--- config.mk ---
export PLATFORM = sky130hd
export DESIGN_NAME = dns_packet_classify_parse
export DESIGN_NICKNAME = d
export VERILOG_FILES = /design/src/hw/rtl/dnscp_pkg.sv /design/src/hw/rtl/dnscp_parser.sv /design/src/hw/rtl/dnscp_result_queue.sv /design/src/hw/rtl/dns_packet_classify_parse.sv
export VERILOG_INCLUDE_DIRS = /design/src /design/src/hw/rtl
export SDC_FILE = /design/constraint.sdc
export NUM_CORES = 1
export LEC_CHECK = 0
export ABC_CLOCK_PERIOD_IN_PS = 11650
export BUFFER_PORTS_ARGS = -buffer_cell sky130_fd_sc_hd__buf_2
export CAP_MARGIN = 5
export CORE_UTILIZATION = 55
export CTS_CLUSTER_SIZE = 30
export DETAILED_ROUTE_END_ITERATION = 8
export MAX_ROUTING_LAYER = met4
export PLACE_DENSITY = 0.7
export SLEW_MARGIN = 15
export SYNTH_ARGS = -nofsm -noshare
export SYNTH_HDL_FRONTEND = slang
export SYNTH_SLANG_ARGS = --single-unit
--- constraint.sdc ---
create_clock -name clk -period 11.65 [get_ports clk]
set_input_delay 2.9125 -clock clk [delete_from_list [all_inputs] [get_ports clk]]
set_output_delay 2.9125 -clock clk [all_outputs]
set_load 0.01 [all_outputs]
--- src/hw/rtl/dns_packet_classify_parse_defines.svh ---
// Assertion macros shared by the DNS frame classifier RTL.
`ifndef DNS_PACKET_CLASSIFY_PARSE_DEFINES_SVH
`define DNS_PACKET_CLASSIFY_PARSE_DEFINES_SVH

// Same-cycle implication, sampled on clk, off during reset.
`define DNSCP_ASSERT_IMPL(label, ante, cons, msg) \
  label: assert property (@(posedge clk) disable iff (!rst_n) (ante) |-> (cons)) \
    else $error(msg);

// Next-cycle implication, sampled on clk, off during reset.
`define DNSCP_ASSERT_NEXT(label, ante, cons, msg) \
  label: assert property (@(posedge clk) disable iff (!rst_n) (ante) |=> (cons)) \
    else $error(msg);

`endif

--- src/hw/rtl/dnscp_pkg.sv ---
// Shared types and constants for the DNS frame classifier.
package dnscp_pkg;

  typedef logic [3:0] kind_t;

  localparam kind_t K_ICMP    = 4'd0;
  localparam kind_t K_DNS     = 4'd1;
  localparam kind_t K_QUERY   = 4'd2;
  localparam kind_t K_RESP    = 4'd3;
  localparam kind_t K_CHAR    = 4'd4;
  localparam kind_t K_END     = 4'd5;
  localparam kind_t K_SHORT   = 4'd6;
  localparam kind_t K_BADNAME = 4'd7;
  localparam kind_t K_TRUNC   = 4'd8;

  localparam logic [15:0] DNS_PORT_RESET = 16'd53;

  localparam int QAW    = 2;
  localparam int QDEPTH = 1 << QAW;

  typedef struct packed {
    logic [1:0] cnt;
    kind_t      k0;
    kind_t      k1;
  } push_t;

  typedef struct packed {
    logic [QAW:0] count;
    logic         room2;
  } qstat_t;

endpackage

--- src/hw/rtl/dnscp_parser.sv ---
// Per-byte frame parser: header checks, DNS header and question name walk.
module dnscp_parser (
  input  logic                clk,
  input  logic                rst_n,
  input  logic                in_fire,
  input  logic [7:0]          in_data_byte,
  input  logic                in_frame_end,
  input  logic [15:0]         dns_port,
  output dnscp_pkg::push_t    push
);

  localparam logic [2:0] PH_HDR    = 3'd0;
  localparam logic [2:0] PH_DNSHDR = 3'd1;
  localparam logic [2:0] PH_LEN    = 3'd2;
  localparam logic [2:0] PH_CHARS  = 3'd3;
  localparam logic [2:0] PH_DONE   = 3'd4;

  logic [15:0] offset_r, offset_nxt;
  logic [2:0]  phase_r, phase_nxt;
  logic [7:0]  ether_hi_r, ether_hi_nxt;
  logic [15:0] sport_r, sport_nxt;
  logic [15:0] dlen_r, dlen_nxt;
  logic [7:0]  lrem_r, lrem_nxt;
  logic        lseen_r, lseen_nxt;

  logic        zero_next;
  logic [15:0] word16;
  logic [15:0] len_calc;
  logic [7:0]  lrem_dec;
  logic [16:0] label_end;
  dnscp_pkg::push_t res;

  assign word16    = {dlen_r[15:8], in_data_byte};
  assign len_calc  = word16 - 16'd8;
  assign lrem_dec  = lrem_r - 8'd1;
  assign label_end = {1'b0, offset_r} + 17'd1 + {9'd0, in_data_byte};

  always_comb begin
    phase_nxt    = phase_r;
    ether_hi_nxt = ether_hi_r;
    sport_nxt    = sport_r;
    dlen_nxt     = dlen_r;
    lrem_nxt     = lrem_r;
    lseen_nxt    = lseen_r;
    zero_next    = 1'b0;
    res.cnt      = 2'd0;
    res.k0       = dnscp_pkg::K_ICMP;
    res.k1       = dnscp_pkg::K_ICMP;
    unique case (phase_r)
      PH_HDR: begin
        unique case (offset_r)
          16'd12: ether_hi_nxt = in_data_byte;
          16'd13: begin
            if ({ether_hi_r, in_data_byte} != 16'h0800) phase_nxt = PH_DONE;
          end
          16'd23: begin
            if (in_data_byte == 8'd1) begin
              res.cnt   = 2'd1;
              res.k0    = dnscp_pkg::K_ICMP;
              phase_nxt = PH_DONE;
            end else if (in_data_byte != 8'd17) begin
              phase_nxt = PH_DONE;
            end
          end
          16'd34: sport_nxt = {in_data_byte, 8'd0};
          16'd35: sport_nxt = {sport_r[15:8], in_data_byte};
          16'd36: dlen_nxt  = {in_data_byte, 8'd0};
          16'd37: begin
            if (sport_r == dns_port || word16 == dns_port) begin
              res.cnt = 2'd1;
              res.k0  = dnscp_pkg::K_DNS;
            end else begin
              phase_nxt = PH_DONE;
            end
          end
          16'd38: dlen_nxt = {in_data_byte, 8'd0};
          16'd39: begin
            dlen_nxt = len_calc;
            if (len_calc < 16'd12) begin
              res.cnt   = 2'd1;
              res.k0    = dnscp_pkg::K_SHORT;
              phase_nxt = PH_DONE;
            end
          end
          16'd41: begin
            phase_nxt = PH_DNSHDR;
            zero_next = 1'b1;
          end
          default: ;
        endcase
      end
      PH_DNSHDR: begin
        if (offset_r == 16'd2) begin
          res.cnt = 2'd1;
          res.k0  = in_data_byte[7] ? dnscp_pkg::K_RESP : dnscp_pkg::K_QUERY;
        end else if (offset_r == 16'd11) begin
          if (dlen_r <= 16'd12) begin
            res.cnt   = 2'd1;
            res.k0    = dnscp_pkg::K_END;
            phase_nxt = PH_DONE;
          end else begin
            phase_nxt = PH_LEN;
            lseen_nxt = 1'b0;
          end
        end
      end
      PH_LEN: begin
        if (offset_r >= dlen_r || in_data_byte == 8'd0) begin
          res.cnt   = 2'd1;
          res.k0    = dnscp_pkg::K_END;
          phase_nxt = PH_DONE;
        end else if (label_end >= {1'b0, dlen_r}) begin
          phase_nxt = PH_DONE;
          if (lseen_r) begin
            res.cnt = 2'd2;
            res.k0  = dnscp_pkg::K_CHAR;
            res.k1  = dnscp_pkg::K_BADNAME;
          end else begin
            res.cnt = 2'd1;
            res.k0  = dnscp_pkg::K_BADNAME;
          end
        end else begin
          if (lseen_r) begin
            res.cnt = 2'd1;
            res.k0  = dnscp_pkg::K_CHAR;
          end
          lrem_nxt  = in_data_byte;
          lseen_nxt = 1'b1;
          phase_nxt = PH_CHARS;
        end
      end
      PH_CHARS: begin
        res.cnt  = 2'd1;
        res.k0   = dnscp_pkg::K_CHAR;
        lrem_nxt = lrem_dec;
        if (lrem_dec == 8'd0) phase_nxt = PH_LEN;
      end
      default: ;
    endcase

    if (zero_next) begin
      offset_nxt = 16'd0;
    end else if (offset_r != 16'hFFFF) begin
      offset_nxt = offset_r + 16'd1;
    end else begin
      offset_nxt = offset_r;
    end

    push = res;
    if (in_frame_end && phase_nxt != PH_DONE && res.cnt != 2'd2) begin
      if (res.cnt == 2'd0) begin
        push.k0 = dnscp_pkg::K_TRUNC;
      end else begin
        push.k1 = dnscp_pkg::K_TRUNC;
      end
      push.cnt = res.cnt + 2'd1;
    end
    if (!in_fire) push.cnt = 2'd0;
  end

  always_ff @(posedge clk) begin
    if (!rst_n || (in_fire && in_frame_end)) begin
      offset_r   <= 16'd0;
      phase_r    <= PH_HDR;
      ether_hi_r <= 8'd0;
      sport_r    <= 16'd0;
      dlen_r     <= 16'd0;
      lrem_r     <= 8'd0;
      lseen_r    <= 1'b0;
    end else if (in_fire) begin
      offset_r   <= offset_nxt;
      phase_r    <= phase_nxt;
      ether_hi_r <= ether_hi_nxt;
      sport_r    <= sport_nxt;
      dlen_r     <= dlen_nxt;
      lrem_r     <= lrem_nxt;
      lseen_r    <= lseen_nxt;
    end
  end

endmodule

--- src/hw/rtl/dnscp_result_queue.sv ---
// Four-entry queue: takes up to two kinds a cycle, releases one a cycle on out_ready.
module dnscp_result_queue (
  input  logic                clk,
  input  logic                rst_n,
  input  dnscp_pkg::push_t    push,
  output dnscp_pkg::qstat_t   stat,
  output logic                out_valid,
  input  logic                out_ready,
  output logic [3:0]          out_kind
);

  dnscp_pkg::kind_t mem_r [dnscp_pkg::QDEPTH];
  logic [dnscp_pkg::QAW-1:0] head_r, tail_r, tail_inc;
  logic [dnscp_pkg::QAW:0]   count_r, count_nxt;
  logic                      pop;

  assign out_valid  = count_r != '0;
  assign out_kind   = mem_r[head_r];
  assign pop        = out_valid && out_ready;
  assign tail_inc   = tail_r + 1'b1;
  assign count_nxt  = count_r + {{(dnscp_pkg::QAW-1){1'b0}}, push.cnt}
                    - {{dnscp_pkg::QAW{1'b0}}, pop};
  assign stat.count = count_r;
  assign stat.room2 = count_r <= (dnscp_pkg::QAW+1)'(dnscp_pkg::QDEPTH - 2);

  always_ff @(posedge clk) begin
    if (push.cnt != 2'd0) mem_r[tail_r] <= push.k0;
    if (push.cnt == 2'd2) mem_r[tail_inc] <= push.k1;
  end

  always_ff @(posedge clk) begin
    if (!rst_n) begin
      head_r  <= '0;
      tail_r  <= '0;
      count_r <= '0;
    end else begin
      if (pop) head_r <= head_r + 1'b1;
      tail_r  <= tail_r + push.cnt[dnscp_pkg::QAW-1:0];
      count_r <= count_nxt;
    end
  end

endmodule

--- src/hw/rtl/dns_packet_classify_parse.sv ---
// Top level of the DNS frame classifier and question-name parser.
// Takes one frame byte per accepted word and can accept a word every cycle. Each byte
// is parsed in the cycle it is accepted and its results (at most two) go into a
// four-entry result queue that releases one kind per cycle. in_ready drops while
// fewer than two queue entries are free, so a run of bytes that each give two results
// (or a stalled output) slows input to the one-kind-per-cycle drain of that queue.
// The UDP port that marks DNS is written on cfg_wr_en and resets to 53.
`include "dns_packet_classify_parse_defines.svh"

module dns_packet_classify_parse (
  input  logic        clk,
  input  logic        rst_n,
  input  logic        in_valid,
  output logic        in_ready,
  input  logic [7:0]  in_data_byte,
  input  logic        in_frame_end,
  output logic        out_valid,
  input  logic        out_ready,
  output logic [3:0]  out_kind,
  input  logic        cfg_wr_en,
  input  logic [15:0] cfg_wr_data
);

  logic [15:0]         dns_port_r;
  logic                in_fire;
  logic                last_pop;
  dnscp_pkg::push_t    push;
  dnscp_pkg::qstat_t   stat;

  assign in_ready = stat.room2;
  assign in_fire  = in_valid && in_ready;
  assign last_pop = out_valid && out_ready && stat.count == 3'd1 && push.cnt == 2'd0;

  always_ff @(posedge clk) begin
    if (!rst_n) begin
      dns_port_r <= dnscp_pkg::DNS_PORT_RESET;
    end else if (cfg_wr_en) begin
      dns_port_r <= cfg_wr_data;
    end
  end

  dnscp_parser u_parser (
    .clk          (clk),
    .rst_n        (rst_n),
    .in_fire      (in_fire),
    .in_data_byte (in_data_byte),
    .in_frame_end (in_frame_end),
    .dns_port     (dns_port_r),
    .push         (push)
  );

  dnscp_result_queue u_queue (
    .clk       (clk),
    .rst_n     (rst_n),
    .push      (push),
    .stat      (stat),
    .out_valid (out_valid),
    .out_ready (out_ready),
    .out_kind  (out_kind)
  );

  `DNSCP_ASSERT_IMPL(a_push_needs_fire, push.cnt != 2'd0, in_fire, "push without accept")
  `DNSCP_ASSERT_IMPL(a_room_on_fire, in_fire, stat.count <= 3'd2, "accept without room")
  `DNSCP_ASSERT_NEXT(a_drain_empty, last_pop, !out_valid, "queue not empty after last pop")

endmodule

# --- Yosys cells after proc, flatten, opt, wreduce, memory -nomap -nowiden ---
# Memories as Yosys holds them, arrays and structs flattened. A register that Yosys moved wholly into a read port is not among the register bits.
# Cells that the tools add are included.
op_classes:
  n_addsub: 11
  magnitude_cmp: 5
  eq_ne: 29
  muxes: 55
  n_bitwise: 1
  n_reduce_logical: 28
op_table:
  columns: ["cell", "n"]
  rows:
  - ["16-bit by 6-bit equality test with 1-bit output (second input constant)", 7]
  - ["16-bit case mux with 2 select lines", 2]
  - ["16-bit by 4-bit equality test with 1-bit output (second input constant)", 3]
  - ["3-bit 2-to-1 mux", 13]
  - ["16-bit equality test", 2]
  - ["16-bit 2-to-1 mux", 2]
  - ["6-bit 2-to-1 mux", 5]
  - ["5-bit 2-to-1 mux", 5]
  - ["6-bit case mux with 4 select lines", 1]
  - ["6-bit case mux with 3 select lines", 1]
  - ["16-bit by 1-bit adder with 17-bit output (second input constant)", 1]
  - ["17-bit by 8-bit adder with 17-bit output", 1]
  - ["17-bit by 16-bit greater-or-equal comparator with 1-bit output", 1]
  - ["16-bit by 1-bit adder with 16-bit output (second input constant)", 1]
  - ["16-bit by 2-bit equality test with 1-bit output (second input constant)", 1]
  - ["16-bit by 5-bit equality test with 1-bit output (second input constant)", 1]
  - ["16-bit greater-or-equal comparator", 1]
  - ["16-bit by 4-bit less-or-equal comparator with 1-bit output (second input constant)", 1]
  - ["8-bit logical NOT", 2]
  - ["16-bit by 4-bit less-than comparator with 1-bit output (second input constant)", 1]
  - ["4-bit 2-to-1 mux", 4]
  - ["8-bit 2-to-1 mux", 2]
  - ["16-bit by 12-bit inequality test with 1-bit output (second input constant)", 1]
  - ["16-bit inequality test (second input constant)", 1]
  - ["35 further kinds", 69]
word_totals:
  regBits: 91
  ram_bits: 16
  input_bits: 30
  out_inout_bits: 6
  wordCells: 142
  n_memories: 1
mem_list:
  columns: ["name", "words", "word_bits", "rd", "rd_ports_with_merged_regs", "write_ports", "line", "text"]
  rows:
  - ["u_queue.mem_r", 4, 4, 1, 1, 2, "dnscp_result_queue.sv:12", "dnscp_pkg::kind_t mem_r [dnscp_pkg::QDEPTH];"]

# --- Depth between registers and ports, before layout ---
logic_depth:
  word_depth: 14
  depth_mapped: 34
  depth_no_buf: 33

# --- Hierarchy ---
# Synthesis repeated with hierarchy kept, for this count alone.
hier_totals:
  hier_cells: 877
  hier_area_um2: 7578.5
by_module_without_submodules:
  columns: ["module", "instances", "cells_per_inst", "area_each_um2", "seq_area_each_um2"]
  rows:
  - ["dnscp_parser", 1, 738, 5664.2, 1361.3]
  - ["dnscp_result_queue", 1, 87, 1302.5, 660.6]
  - ["dns_packet_classify_parse", 1, 52, 611.8, 320.3]

# --- Worst setup path before layout ---
# Ideal clock, no wire load.
synth_timing:
  path_type: "in2reg"
  start: "input port in_data_byte[0]"
  end: "register u_queue.count_r[2] in the netlist's numbering"
  setup_ns: 0.115
  t_arrival_ns: 8.867
  setup_slack_ns: 2.668
  stages: 34
  path_buffers: 1
  cell_sequence: "clkbuf_1 inv_1 ha_1 nor2b_1 o21ai_0 a21boi_0 o21ai_0 a21boi_0 o21ai_0 a21boi_0 o211ai_1 xnor2_1 ha_1 nand3_1 o21bai_1 a2111oi_0 o211ai_1 ha_1 and3_1 o2111ai_2 nor2_1 ha_1 and2b_1 o21a_1 xnor2_1 nand2_1 ha_1 inv_1 ha_1 inv_1 fa_1 xor2_1 xnor2_1 and2_1"
synth_via:
  elab_chain_cells: 12
synth_lines:
  columns: ["item", "line", "text"]
  rows:
  - ["start, declared", "dns_packet_classify_parse.sv:15", "input logic [7:0] in_data_byte,"]
  - ["16-bit by 4-bit subtractor with 16-bit output (tied with other cells)", "dnscp_parser.sv:34", "assign len_calc = word16 - 16'd8;"]
  - ["16-bit by 4-bit less-than comparator with 1-bit output (tied with other cells)", "dnscp_parser.sv:79", "if (len_calc < 16'd12) begin"]
  - ["3-bit 2-to-1 mux, on equally long branches", null, null]
  - ["3-bit case mux with 5 select lines / 3-bit 2-to-1 mux (equally long branches)", "dnscp_parser.sv:51, dnscp_parser.sv:108", null]
  - ["3-bit case mux with 4 select lines", "dnscp_parser.sv:49", "unique case (phase_r)"]
  - ["3-bit inequality test", "dnscp_parser.sv:150", "if (in_frame_end && phase_nxt != PH_DONE && res.cnt != 2'd2) begin"]
  - ["1-bit logical AND (2 in a row)", "dnscp_parser.sv:150", null]
  - ["10-bit 2-to-1 mux *", "dnscp_parser.sv:150", null]
  - ["2-bit 2-to-1 mux *", "dnscp_parser.sv:158", "if (!in_fire) push.cnt = 2'd0;"]
  - ["3-bit by 2-bit adder with 3-bit output *", "dnscp_result_queue.sv:21", "assign count_nxt = count_r + {{(dnscp_pkg::QAW-1){1'b0}}, push.cnt}"]
  - ["3-bit by 1-bit subtractor with 3-bit output *", "dnscp_result_queue.sv:22", "- {{dnscp_pkg::QAW{1'b0}}, pop};"]
  - ["end signal, assigned", "dnscp_result_queue.sv:39", "count_r <= count_nxt;"]
  - ["end, declared", "dnscp_result_queue.sv:14", "logic [dnscp_pkg::QAW:0] count_r, count_nxt;"]
# Mark *: on every way between the ends. The rest lies on a longest branch, timed or not.
# A chain may end at the register's enable or synchronous reset.

# --- Final worst setup path ---
# Same ends and word-level chain as after synthesis.

==> results summary <==
The fmax came out at 105 MHz. The share of cells above drive strength 1 is 8.63%. The fraction of synthesized cell area taken by the top area cell type is about a quarter. In this run the critical register-to-register path is launched from u_parser.offset_r[2]$_SDFFE_PP0P_. The number of instances on the worst hold path is 2. The global route total overflow came out at 0. The number of diodes added for antenna fixing is 0. The library cell used as clock root buffer is sky130_fd_sc_hd__clkbuf_16. The proportion of total power due to net switching came out at around a third. The largest individual stage delay along the critical path comes from the cell sky130_fd_sc_hd__a21boi_0. The final number of max-transition violations came out at 0.

The wire length per cell after detailed routing came out at roughly 19 microns. The maximum single-stage delay on the critical path is 0.47 ns. The static leakage came out at about 3.2 nW.

The wire length of the first global-routing pass is about 34 mm. For this run, the leading register cell type out of synthesis is sky130_fd_sc_hd__dfxtp_1. The number of buffers added on ports is 35. The register bit total from synthesis came out at roughly 110.

Data on the critical path is required at its endpoint by between 10 and 15 ns. The highest net fanout along the worst path came out at 10. The routed wire length came out at ~20 mm. The headroom to the max-slew limit is between 30% and 40%. The number of clock buffers inserted by TritonCTS is 9. The number of cell rows is 42. The design internal power came out at 644 uW. The register-to-register setup slack came out at 4.31 ns. The Yosys step of the flow raised 0 warnings. The width of the die is 120 microns.

The maximum number of pins on one net before global-route repair is 30. The clock-pin slew reported for the worst setup and hold paths after clock tree synthesis is 0.07 ns. For this design the total switching power over the nets is 297 uW.

The portion of the clock cycle consumed by the worst path in the final layout came out at 81.5%. The worst setup path is of the in2reg kind. The synthesis-to-finish area growth came out at 6.33%. The proportion of synthesized flip-flops having asynchronous set or reset came out at 0%. The total number of H-tree levels is 3. STA classifies the critical path startpoint as a primary input.

The final layout net count is 998. The count of routing violations after the opening detailed-route iteration came out at ~900. Synthesis handed over a netlist of ~900 instances.

The area of the die is 0.0143 sq mm. Ranked by total cell area, the synthesized netlist is headed by sky130_fd_sc_hd__dfxtp_1, sky130_fd_sc_hd__ha_1, sky130_fd_sc_hd__edfxtp_1, sky130_fd_sc_hd__xor2_1, sky130_fd_sc_hd__nor2_1. The number of cells on the worst reg-to-reg path came out at 31. Per report_power, the combinational group accounts for about a quarter of the total.

Setup violations remaining at the end of the flow were counted as 0. The first-pass detailed-route iteration total is 7. After clock tree synthesis, the setup repair step added 0 buffers. The deepest clock path buffer count came out at 2. The vias per cell is 6.47. After synthesis, the netlist uses 80 different library cells. The final estimated routing congestion in global placement is between 0.9 and 1. The number of failing hold endpoints at the final stage came out at 0. The kind of capture point of the worst setup path is a flop. Once the floorplan was initialized, standard cells occupied 56.9% of the core. The largest total area in the synthesized netlist belongs to sky130_fd_sc_hd__dfxtp_1.

Post-CTS repair changed the size of 0 cells. The die outline height is 120 microns. For this design the top-level I/O count stands at 36. By count the netlist is led by sky130_fd_sc_hd__dfxtp_1, sky130_fd_sc_hd__nor2_1, sky130_fd_sc_hd__nand2_1, sky130_fd_sc_hd__a21oi_1, sky130_fd_sc_hd__ha_1. In this design, the critical path's most frequently occurring cell is sky130_fd_sc_hd__ha_1. The data arrival time at the worst-slack endpoint is 9.74 ns. Counting every net in the synthesized netlist gives 998. The slew at the pin closest to its max-slew limit is around 0.9 ns. In the global route stage, overall resource usage came out at between 30% and 40%.

Setup repair after global routing left no endpoint under its margin. The number of sinks on the clock net came out at 109. Counting the fill cells in the layout gives roughly 1200. The clock reaches the later pin of the worst-skew pair after around 0.36 ns. The number of maximum-capacitance constraint violations came out at 0.

The cell area after technology mapping came out at 0.00763 sq mm. The count of vias placed by the detailed router is 7058. The share of total power dissipated in sequential elements is a little under half.

IR analysis of the VDD net gives a maximum drop of 0.0000856 V. The mean post-synth cell area came out at around 8.4 sq um. Yosys mapped a number of flops with a built-in enable equal to 16. After clock tree synthesis, the flow added hold-fix buffers numbering 0. The post-route DRC violation count is 0. The number of antenna violations at the first check in global routing came out at 0. The CTS tree is built.

The worst register-to-register path ends at u_queue.count_r[2]$_SDFF_PN0_. The number of global-route vias before repair was 6667. The endpoint with the worst hold slack is u_parser.dlen_r[5]$_SDFFE_PP0P_.

The most numerous cell in the Yosys netlist is sky130_fd_sc_hd__dfxtp_1. Of the total power, the clock network draws 30.9%. The detailed placer's ending HPWL came out at between 15 and 20 mm. The number of antenna-violating nets in the routed design came out at 0. The area of the placeable core came out at 0.0134 sq mm. The flow ran to the end, and the final reports show no timing, DRC or antenna violations. The critical path launch point is in_data_byte[0]. The worst hold path begins at u_parser.dlen_r[5]$_SDFFE_PP0P_.

The min-delay analysis places its worst path in the category reg2reg. The post-synthesis sequential area ratio is 30.7%. The minimum period implied by the final worst setup slack is 9.49 ns. The setup TNS is 0 ns. Dividing total power by cell area gives a power density of 116 mW/mm^2. The total power consumption of the routed design came out at 941 uW. For the final database, setup skew stands at 0.00706 ns.
placed cells by master, fill, tap and decap left out, types with 17 or more instances in the layout:
master,instances
sky130_fd_sc_hd__a21oi_1,59
sky130_fd_sc_hd__ha_1,56
sky130_fd_sc_hd__nand3_1,30
sky130_fd_sc_hd__inv_1,37
sky130_fd_sc_hd__nor2b_1,17
sky130_fd_sc_hd__xor2_1,50
sky130_fd_sc_hd__nor2_1,81
sky130_fd_sc_hd__nor4_1,22
sky130_fd_sc_hd__nor3_1,27
sky130_fd_sc_hd__mux2i_1,27
sky130_fd_sc_hd__o22ai_1,17
sky130_fd_sc_hd__o21ai_0,34
sky130_fd_sc_hd__nand2_1,75
sky130_fd_sc_hd__dfxtp_1,93
sky130_fd_sc_hd__xnor2_1,17
sky130_fd_sc_hd__buf_2,35
logic make-up (layout without fill, tap and decap cells):
group / after synthesis / count (layout) / synth area share (%)
mux: 32 / 32 / 4.87
compound gates: 201 / 201 / 17.4
fa+ha+maj: 58 / 58 / 9.71
flops: 109 / 109 / 30.7
xor+xnor: 67 / 67 / 7.69
buf+inv: 86 / 91 / 4.54
simple gates: 357 / 357 / 25.0
layer usage:
layer  global-route usage [%]  share of wire [%]  vias up
met4                     13.1                3.4        0
met3                     5.56                6.7       60
met2                     48.0                 46      315
met5                        -                  0        -
met1                     38.2                 43     3343
li1                         -                  -     3340
power by group through the flow:
| stage | Clock, mW | Sequential [mW] | Combinational, mW |
|---|---|---|---|
| after floorplan | 0 | 0.427 | 0.169 |
| after global routing | 0.312 | 0.429 | 0.250 |
| after detailed placement | 0 | 0.434 | 0.222 |
| final | 0.291 | 0.426 | 0.224 |
| after CTS | 0.297 | 0.426 | 0.223 |
| after global placement | 0 | 0.433 | 0.213 |
registers in the layout (all words and copies together) (netlist names), named ones only:
name	cells
dns_port_r	16
u_parser.dlen_r	16
u_parser.offset_r	16
u_parser.sport_r	16
u_queue.mem_r	16
u_parser.ether_hi_r	8
u_parser.lrem_r	8
u_parser.phase_r	3
u_queue.count_r	3
u_queue.head_r	2
u_queue.tail_r	2
u_parser.lseen_r	1
worst max-delay path by stage:
| stage | end | slack (ns) | cells past startpoint |
|---|---|---|---|
| after global routing | u_queue.count_r[2]$_SDFF_PN0_ | 1.36 | 34 |
| after detailed placement | u_queue.count_r[2]$_SDFF_PN0_ | 1.81 | 34 |
| after CTS | u_queue.count_r[2]$_SDFF_PN0_ | 2.16 | 34 |
| final | u_queue.count_r[2]$_SDFF_PN0_ | 2.16 | 34 |
| after floorplan | u_queue.count_r[2]$_SDFF_PN0_ | 2.67 | 34 |
| after global placement | u_queue.count_r[2]$_SDFF_PN0_ | 2.09 | 34 |
per-stage QoR:
stage               setup WS [ns]  utilization (%)  instances  hold slack, ns  instance area [sq um]
finish                       2.16             60.5       1091           0.456                   8110
global route                 1.36             60.5       1091           0.497                   8110
floorplan                    2.67                -        910           0.432                   7630
detailed placement           1.81             58.5       1075           0.446                   7840
CTS                          2.16             60.5       1091           0.456                   8110
global placement             2.09             58.5       1075           0.443                   7840
area by class of cell:
cell class	count	area, sq um	share of cell area, %
clock inverters	6	43.8	0.540
clock buffers	10	229	2.82
multi-input cells	715	4940	60.9
flip-flops and latches	109	2340	28.9
well taps	176	220	2.72
inverters	37	139	1.71
repair buffers	38	198	2.44
worst max-delay path: cells and delay by family:
kind	cells	cell delay, ns
and+or+nand+nor	7	1.26
AOI/OAI and AO/OA	12	2.59
adders and majority gates	7	1.86
buffers and inverters	4	0.47
xor gates and xnor gates	4	0.64
Note: power is estimated with default switching activity, not from simulation.
